==> src/design/kdeg_pkg.sv <==
// Shared types, constants and codes for the key debounce event generator.
`timescale 1ns / 1ps

package kdeg_pkg;

	localparam int KEY_W = 6;
	localparam int EVT_W = 8;
	localparam int CFG_W = 16;
	localparam int CFG_IDX_W = 1;
	localparam int TIMER_WIDTH_DEF = 16;

	localparam logic [CFG_W-1:0] DEBOUNCE_RST = 16'd50;
	localparam logic [CFG_W-1:0] HOLD_RST = 16'd1000;

	localparam logic [EVT_W-1:0] FLAG_REL = 8'h40;
	localparam logic [EVT_W-1:0] FLAG_HOLD = 8'h80;

	typedef enum logic {
		OP_TICK = 1'b0,
		OP_READ = 1'b1
	} opcode_t;

	typedef enum logic [CFG_IDX_W-1:0] {
		REG_DEBOUNCE = 1'b0,
		REG_HOLD = 1'b1
	} cfg_reg_t;

	typedef enum logic [1:0] {
		PH_DONE = 2'd0,
		PH_NEW = 2'd1,
		PH_PRESS = 2'd2
	} phase_t;

	typedef struct packed {
		logic opcode;
		logic [KEY_W-1:0] raw_key;
	} item_t;

	typedef struct packed {
		logic valid;
		logic [EVT_W-1:0] code;
	} result_t;

endpackage

==> src/design/kdeg_in_stage.sv <==
// Input register stage: holds one accepted transaction until the core takes it.
`timescale 1ns / 1ps

module kdeg_in_stage (
	input logic clk,
	input logic arst_n,
	input logic in_valid,
	output logic in_ready,
	input logic opcode,
	input logic [kdeg_pkg::KEY_W-1:0] raw_key,
	input logic advance,
	output logic item_valid,
	output kdeg_pkg::item_t item
);
	import kdeg_pkg::*;

	logic valid_s1;
	item_t item_s1;

	assign in_ready = !valid_s1 || advance;
	assign item_valid = valid_s1;
	assign item = item_s1;

	always_ff @(posedge clk or negedge arst_n) begin
		if (!arst_n) begin
			valid_s1 <= 1'b0;
		end else if (in_ready) begin
			valid_s1 <= in_valid;
		end
	end

	always_ff @(posedge clk) begin
		if (in_ready && in_valid) begin
			item_s1.opcode <= opcode;
			item_s1.raw_key <= raw_key;
		end
	end

endmodule

==> src/design/kdeg_core.sv <==
// Debounce state, timer, configuration registers and per-item update logic.
`timescale 1ns / 1ps

module kdeg_core #(
	parameter int TIMER_WIDTH = kdeg_pkg::TIMER_WIDTH_DEF
) (
	input logic clk,
	input logic arst_n,
	input logic cfg_we,
	input logic [kdeg_pkg::CFG_IDX_W-1:0] cfg_index,
	input logic [kdeg_pkg::CFG_W-1:0] cfg_data,
	input logic item_valid,
	input kdeg_pkg::item_t item,
	input logic out_free,
	output logic advance,
	output kdeg_pkg::result_t result
);
	import kdeg_pkg::*;

	logic [CFG_W-1:0] debounce_q;
	logic [CFG_W-1:0] hold_q;
	phase_t phase_q;
	phase_t phase_d;
	logic [KEY_W-1:0] prev_key_q;
	logic [EVT_W-1:0] cur_event_q;
	logic [EVT_W-1:0] cur_event_d;
	logic [EVT_W-1:0] last_rep_q;
	logic [TIMER_WIDTH-1:0] timer_q;
	logic [TIMER_WIDTH-1:0] timer_dec;
	logic [TIMER_WIDTH-1:0] timer_d;
	logic is_read;
	logic is_tick;

	// Load value for the timer, saturated when the register does not fit.
	function automatic logic [TIMER_WIDTH-1:0] start_value(input logic [CFG_W-1:0] ticks);
		logic [TIMER_WIDTH-1:0] v;
		if (TIMER_WIDTH < CFG_W && (ticks >> TIMER_WIDTH) != '0) begin
			v = '1;
		end else begin
			v = TIMER_WIDTH'(ticks);
		end
		return v;
	endfunction

	assign is_read = (item.opcode == OP_READ);
	// A tick never produces a result, so it can proceed even when the output is full.
	assign advance = item_valid && (!is_read || out_free);
	assign is_tick = advance && !is_read;

	assign timer_dec = (timer_q != '0) ? timer_q - 1'b1 : timer_q;

	always_comb begin
		phase_d = phase_q;
		cur_event_d = cur_event_q;
		timer_d = timer_dec;
		if (item.raw_key != prev_key_q) begin
			timer_d = start_value(debounce_q);
			phase_d = PH_NEW;
		end else if (timer_dec == '0) begin
			unique case (phase_q)
				PH_NEW: begin
					if (item.raw_key != '0) begin
						if ((cur_event_q & FLAG_REL) == '0) begin
							cur_event_d = (cur_event_q & ~FLAG_HOLD) | FLAG_REL;
							timer_d = start_value(debounce_q);
						end else begin
							cur_event_d = EVT_W'(item.raw_key);
							timer_d = start_value(hold_q);
							phase_d = PH_PRESS;
						end
					end else begin
						cur_event_d = (cur_event_q & ~FLAG_HOLD) | FLAG_REL;
						phase_d = PH_DONE;
					end
				end
				PH_PRESS: begin
					cur_event_d = cur_event_q | FLAG_HOLD;
					phase_d = PH_DONE;
				end
				default: begin
					phase_d = phase_q;
				end
			endcase
		end
	end

	always_ff @(posedge clk or negedge arst_n) begin
		if (!arst_n) begin
			debounce_q <= DEBOUNCE_RST;
			hold_q <= HOLD_RST;
		end else if (cfg_we) begin
			unique case (cfg_reg_t'(cfg_index))
				REG_DEBOUNCE: debounce_q <= cfg_data;
				REG_HOLD: hold_q <= cfg_data;
				default: debounce_q <= debounce_q;
			endcase
		end
	end

	always_ff @(posedge clk or negedge arst_n) begin
		if (!arst_n) begin
			phase_q <= PH_DONE;
			prev_key_q <= '0;
			cur_event_q <= '0;
			last_rep_q <= '0;
			timer_q <= '0;
		end else if (is_tick) begin
			phase_q <= phase_d;
			prev_key_q <= item.raw_key;
			cur_event_q <= cur_event_d;
			timer_q <= timer_d;
		end else if (advance && last_rep_q != cur_event_q) begin
			last_rep_q <= cur_event_q;
		end
	end

	assign result.valid = advance && is_read;
	assign result.code = (last_rep_q != cur_event_q) ? cur_event_q : '0;

endmodule

==> src/design/kdeg_out_stage.sv <==
// Output register: holds one result until the consumer takes it.
`timescale 1ns / 1ps

module kdeg_out_stage (
	input logic clk,
	input logic arst_n,
	input kdeg_pkg::result_t result,
	output logic out_free,
	output logic out_valid,
	input logic out_ready,
	output logic [kdeg_pkg::EVT_W-1:0] event_code
);
	import kdeg_pkg::*;

	logic valid_q;
	logic [EVT_W-1:0] code_q;

	assign out_free = !valid_q || out_ready;
	assign out_valid = valid_q;
	assign event_code = code_q;

	always_ff @(posedge clk or negedge arst_n) begin
		if (!arst_n) begin
			valid_q <= 1'b0;
		end else if (out_free) begin
			valid_q <= result.valid;
		end
	end

	always_ff @(posedge clk) begin
		if (out_free && result.valid) begin
			code_q <= result.code;
		end
	end

endmodule

==> src/design/key_debounce_event_generator_top.sv <==
// Top level of the key debounce event generator.
//
//   Channel  Handshake              Payload
//   in       in_valid / in_ready    opcode, raw_key
//   out      out_valid / out_ready  event_code
//   cfg      cfg_we                 cfg_index, cfg_data
//
// One transaction per cycle while no read is stalled: input register, combinational update logic, output register.
// A read's result passes the input register and then the output register; a tick produces no result.
// Reset clears the valid flags and the debounce state and loads debounce 50 and hold 1000 ticks.
// A read stalls in the input register only while the output register is full and not taken.
`timescale 1ns / 1ps

module key_debounce_event_generator_top #(
	parameter int TIMER_WIDTH = kdeg_pkg::TIMER_WIDTH_DEF
) (
	input logic clk,
	input logic arst_n,
	input logic cfg_we,
	input logic [kdeg_pkg::CFG_IDX_W-1:0] cfg_index,
	input logic [kdeg_pkg::CFG_W-1:0] cfg_data,
	input logic in_valid,
	output logic in_ready,
	input logic opcode,
	input logic [kdeg_pkg::KEY_W-1:0] raw_key,
	output logic out_valid,
	input logic out_ready,
	output logic [kdeg_pkg::EVT_W-1:0] event_code
);
	import kdeg_pkg::*;

	logic advance;
	logic item_valid;
	item_t item;
	logic out_free;
	result_t result;

	kdeg_in_stage u_in (
		.clk(clk),
		.arst_n(arst_n),
		.in_valid(in_valid),
		.in_ready(in_ready),
		.opcode(opcode),
		.raw_key(raw_key),
		.advance(advance),
		.item_valid(item_valid),
		.item(item)
	);

	kdeg_core #(
		.TIMER_WIDTH(TIMER_WIDTH)
	) u_core (
		.clk(clk),
		.arst_n(arst_n),
		.cfg_we(cfg_we),
		.cfg_index(cfg_index),
		.cfg_data(cfg_data),
		.item_valid(item_valid),
		.item(item),
		.out_free(out_free),
		.advance(advance),
		.result(result)
	);

	kdeg_out_stage u_out (
		.clk(clk),
		.arst_n(arst_n),
		.result(result),
		.out_free(out_free),
		.out_valid(out_valid),
		.out_ready(out_ready),
		.event_code(event_code)
	);

	// An empty input register always takes a new transaction.
	a_ready_when_empty: assert property (@(posedge clk) disable iff (!arst_n)
		!item_valid |-> in_ready)
		else $error("input stage empty but not ready");

	// A read held behind a full, stalled output register blocks the input.
	a_read_stall: assert property (@(posedge clk) disable iff (!arst_n)
		(item_valid && item.opcode == OP_READ && out_valid && !out_ready) |-> !in_ready)
		else $error("read advanced into a full output register");

	// Only reads produce results.
	a_result_from_read: assert property (@(posedge clk) disable iff (!arst_n)
		result.valid |-> (item_valid && item.opcode == OP_READ))
		else $error("result produced by a tick");

endmodule

==> config.mk <==
export PLATFORM = sky130hd
export DESIGN_NAME = key_debounce_event_generator_top
export DESIGN_NICKNAME = d
export VERILOG_FILES = /design/src/design/kdeg_pkg.sv /design/src/design/kdeg_in_stage.sv /design/src/design/kdeg_core.sv /design/src/design/kdeg_out_stage.sv /design/src/design/key_debounce_event_generator_top.sv
export SDC_FILE = /design/constraint.sdc
export NUM_CORES = 1
export LEC_CHECK = 0
export CELL_PAD_IN_SITES_DETAIL_PLACEMENT = 2
export CELL_PAD_IN_SITES_GLOBAL_PLACEMENT = 2
export CORE_UTILIZATION = 33
export CTS_CLUSTER_SIZE = 8
export DETAILED_ROUTE_END_ITERATION = 10
export DONT_BUFFER_PORTS = 1
export PLACE_DENSITY_LB_ADDON = 0.1
export SYNTH_ARGS = -nofsm -noshare
export SYNTH_HDL_FRONTEND = slang
export SYNTH_HIERARCHICAL = 1
export SYNTH_SLANG_ARGS = --single-unit
==> constraint.sdc <==
create_clock -name clk -period 3.5 [get_ports clk]
set_input_delay 0.7 -clock clk [delete_from_list [all_inputs] [get_ports clk]]
set_output_delay 0.7 -clock clk [all_outputs]
set_load 0.005 [all_outputs]
# == After elaboration in Yosys (flattened, before gate mapping) ==
# Index checks and enable logic that the tools add are counted.
# word_totals
wordCells,65
input_bits,29
reg_bits,89
# classes
n_bitwise,5
n_reduce_logical,26
addsub,1
eq_ne,5
n_mux,14
# ops
op,n
$mux 16,6
$logic_not 16->1,1
$pmux 8 s2,1
$reduce_bool 16->1,1
$sub 16x1->16 const B,1
$mux 7,2
$logic_not 8->1,1
$mux 2,4
$ne 8x8->1,1
$reduce_and 4->1,2
$reduce_and 7->1,1
$logic_and 1x1->1,6
$ne 6x6->1,1
$reduce_and 2->1,3
$reduce_bool 6->1,1
$not 1->1,5
$reduce_and 5->1,1
$ne 4x3->1 const B,1
$pmux 2 s2,1
$reduce_bool 2->1,2
$logic_not 1->1,3
$logic_or 1x1->1,3
$reduce_bool 3->1,1
$eq 2x1->1 const B,1
$eq 2x2->1 const B,1

# == Logic depth before layout (Yosys ltp) ==
# logic_depth
depth_word,7
depth_mapped,11
depth_no_buf,9

# == Hierarchy ==
# Netlist, hierarchy kept.
# by_module_without_submodules
mod,area_each_um2,n_inst,seq_area_each_um2,cells_per_inst
kdeg_core,4166.5,1,1813.0,403
kdeg_out_stage,294.0,1,265.3,12
kdeg_in_stage,264.0,1,235.2,11

# == Worst setup path before layout ==
# Ideal clock, no wire load.
# synth_timing
path_kind,register -> register
from,reg u_core.timer_q[0]
to,reg u_core.cur_event_q[0]
period_less_slack_ns,2.770
stages_incl_launch_ff,11
setup_slack_ns,0.730
required_time_ns,3.372
setup_ns,0.128
t_arrival_ns,2.642
path_cell_list,dfrtp_1 > inv_1 > ha_1 > or3b_1 > clkbuf_1 > nor2_1 > nand3_1 > xnor2_1 > nor4_4 > nand4_4 > mux2_1
# synth_via
elab_chain_len,4
# synth_rtl
element,line,rtl
start: declaration,kdeg_core.sv:28,logic [TIMER_WIDTH-1:0] timer_q;
start signal: assignment,kdeg_core.sv:111,timer_q <= timer_d;
$sub 16x1->16 / $reduce_bool 16->1 (equally long branches),kdeg_core.sv:50,assign timer_dec = (timer_q != '0) ? timer_q - 1'b1 : timer_q;
$mux 16 (*),kdeg_core.sv:50,
$logic_not 16->1 (*),kdeg_core.sv:59,end else if (timer_dec == '0) begin
$reduce_and 7->1 (no line) (*),--,
end signal: assignment,kdeg_core.sv:110,cur_event_q <= cur_event_d;
end: declaration,kdeg_core.sv:25,logic [EVT_W-1:0] cur_event_q;
# Every way passes the cells marked *; elsewhere a longest branch is shown, timed or not.
# A chain may end at the register's enable or synchronous reset.

# == Worst setup path after layout ==
# Same ends and word-level chain as after synthesis.

==> impl_metrics.json <==
{
  "grt-ovfl-total": 0,
  "slew_headroom_pct": 37.3,
  "ir_drop_v": 0.000257,
  "slew_viol_final": 0,
  "arrival_ns": 3.26,
  "wl_per_cell_microns": 21.4,
  "worstSetupPathType": "flip-flop to flip-flop",
  "drcViolationCount": 0,
  "setup_violations": 0,
  "die_area_sq_mm": 0.0148,
  "die_h_microns": 122,
  "initial_core_util_pct": 33.9,
  "root_buffer": "clkbuf_16",
  "final_common_cell": "dfrtp_1",
  "path_buf_inv": 1,
  "dominantRegCellSynth": "dfrtp_1",
  "finalNonFillerCells": 608,
  "fmax_mhz": 330,
  "clock_latency_ns": 0.35,
  "port_buffers": 0,
  "max_stage_delay_ns": 0.47,
  "netlist_instances": 426,
  "die_x_microns": 122,
  "area_growth_pct": 10.2,
  "yosysWarnings": 6,
  "fin_crit_sh_pct": 86.5,
  "cts_buffer_depth": 2,
  "path_cells": "inv_1 -> ha_1 -> or3b_1 -> nor2_1 -> nand3_1 -> xnor2_1 -> nor4_4 -> nand4_4 -> mux2_1",
  "synthArstFlopShare_pct": 83.1,
  "grt_max_degree": 75,
  "fin_crit_ns": 3.03,
  "dr_total_vias": 3294,
  "core_sq_mm": 0.0139,
  "dp.cells": 592,
  "clock_skew_ns": 0.00730,
  "grt_antenna_before_repair": 0,
  "drt_pass1_iterations": 4,
  "hold_violations": 0,
  "ant_nets": 0,
  "synth_nets": 459,
  "setup_tns_ns": 0,
  "ys_seq_area_share_pct": 49.0,
  "hold_class": "input pin to asynchronous set/reset pin",
  "drtIter0Drc": 121,
  "rows": 43,
  "dp_hpwl_microns": 9080,
  "track_usage_pct": 19.6,
  "final_cell_mix": "dfrtp_1, mux2_2, nand2_1, nor2_1, nor3_1",
  "fillers": 1449,
  "maxCapViolCount": 0,
  "p_per_area_mw_per_mm2": 532,
  "worst_pin_slew_ns": 0.938,
  "rrSetupSlack_ns": 0.47,
  "crit_required_ns": 3.73,
  "cp_top_family": "simple AND/OR/NAND/NOR gates",
  "cts_buffers": 9,
  "first_global_vias": 3750,
  "status": "completed",
  "postCtsSetupBuffers": 0,
  "syn_avg_cell_area_sq_um": 11.1,
  "numClockSinks": 89,
  "postCtsHoldBufs": 0,
  "routed_via_density": 5.42,
  "grt_pass1_wl_microns": 21300,
  "yosys_register_bits": 89,
  "cts_tree": "yes",
  "netlist_area_sq_mm": 0.00472,
  "synth_edf_count": 15,
  "cp-start-kind": "flip-flop",
  "critPathMaxFanout": 7,
  "fin_nets": 456,
  "leakage_nw": 2.14,
  "clk_pin_slew_ns": 0.06,
  "rsz0062_at_grt": "no",
  "wl_microns": 13000,
  "cts_resized": 0,
  "slowest_stage": "or3b_1",
  "drive_gt1_share_pct": 24.8,
  "diodes": 0,
  "synth_cell_type_count": 57,
  "htree_levels": 3,
  "crit_path_end_kind": "flip-flop",
  "ioPinCount": 39,
  "gp_congestion": 0.782
}
-- worst reg2reg max path, stage by stage, from the launching register on --
cell,delay (ns)
dfrtp_1,0.45
inv_1,0.15
ha_1,0.29
or3b_1,0.47
nor2_1,0.22
nand3_1,0.12
xnor2_1,0.26
nor4_4,0.36
nand4_4,0.22
mux2_1,0.37
-- final timing paths --
check                                          start                    end  cells past startpoint
worst max register to register     u_core/timer_q[0]  u_core/cur_event_q[0]                      9
max in group asynchronous                     arst_n       u_core/hold_q[9]                      0
min in group clk                          raw_key[5]           u_in/item[5]                      0
worst min register to register  u_core/prev_key_q[5]   u_core/prev_key_q[5]                      2
worst max-delay path               u_core/timer_q[0]  u_core/cur_event_q[0]                      9
worst min-delay path                          arst_n  u_core/cur_event_q[6]                      0
-- metrics by stage --
| stage | instance area [sq um] | power, W | setup WS [ns] | utilization (%) | hold WS, ns |
|---|---|---|---|---|---|
| 2_1_floorplan | 4720 | 0.00169 | 0.730 | - | 0.404 |
| 3_3_place_gp | 4920 | 0.00182 | 0.595 | 35.3 | 0.407 |
| 3_5_place_dp | 4920 | 0.00184 | 0.477 | 35.3 | 0.407 |
| 4_1_cts | 5210 | 0.00283 | 0.465 | 37.4 | 0.0203 |
| 5_1_grt | 5210 | 0.00293 | 0.247 | 37.4 | 0.0238 |
| 6_report | 5210 | 0.00277 | 0.474 | 37.4 | 0.0396 |
-- layer usage --
layer / part of all wire, % / GRT usage [%]
met1: 50 / 27.2
met2: 46 / 30.4
met3: 2.7 / 3.42
met4: 1.6 / 7.18
met5: 0 / 0
-- flip-flops by register name, summed over array words and instances (netlist names) --
signal,count
u_core/prev_key_q,6
u_core/cur_event_q,8
u_core/last_rep_q,8
u_out/out_valid,1
u_core/timer_q,16
u_core/debounce_q,16
u_out/event_code,8
u_in/item_valid,1
u_in/item,7
u_core/phase_q,2
u_core/hold_q,16
-- cell usage after synthesis (3+ instances only) --
| master | count | area share [%] |
|---|---|---|
| and2_1 | 9 | 1.2 |
| dfrtp_1 | 65 | 34 |
| xor2_1 | 12 | 2.2 |
| o31ai_1 | 4 | 0.64 |
| nor2_1 | 29 | 2.3 |
| nor4_2 | 3 | 0.79 |
| nor4_1 | 6 | 0.79 |
| dfstp_2 | 9 | 5.0 |
| nand3b_1 | 3 | 0.48 |
| nand3_1 | 15 | 1.6 |
| a311oi_1 | 3 | 0.56 |
| edfxtp_1 | 15 | 9.5 |
| nor3_1 | 17 | 1.8 |
| buf_2 | 4 | 0.42 |
| o21ai_0 | 12 | 1.3 |
| mux2i_1 | 7 | 1.5 |
| nand2b_1 | 5 | 0.66 |
| ha_1 | 4 | 1.1 |
| or4_4 | 3 | 0.71 |
| xnor2_1 | 10 | 1.9 |
| a31oi_1 | 6 | 0.79 |
| mux2_1 | 5 | 1.2 |
| o211ai_1 | 3 | 0.48 |
| and3_1 | 3 | 0.40 |
| clkbuf_1 | 17 | 1.4 |
| or3_1 | 7 | 0.93 |
| inv_1 | 6 | 0.48 |
| mux2_2 | 55 | 13 |
| nand2_1 | 37 | 2.9 |
| a21oi_1 | 14 | 1.5 |
| nand4_1 | 5 | 0.66 |
-- power by group --
part           switching [W]  total, W  internal (W)
registers           0.000164   0.00136       0.00119
logic               0.000248  0.000457      0.000209
clock network       0.000408  0.000956      0.000549
-- kinds of logic after synthesis --
group	synth area share [%]
compound gates	7.18
xor+xnor	4.08
fa+ha+maj	1.06
buf+inv	2.81
flops	49.0
mux	15.8
simple gates	20.1
-- layout make-up --
class / count / area [sq um] / area share [%]
clock inverters: 6 / 57.6 / 1.10
clock buffers: 10 / 229 / 4.40
repair buffers: 10 / 75.1 / 1.44
flip-flops and latches: 89 / 2310 / 44.4
multi-input cells: 307 / 2290 / 43.9
well taps: 180 / 225 / 4.32
inverters: 6 / 22.5 / 0.432
(Power assumes the default switching activity.)
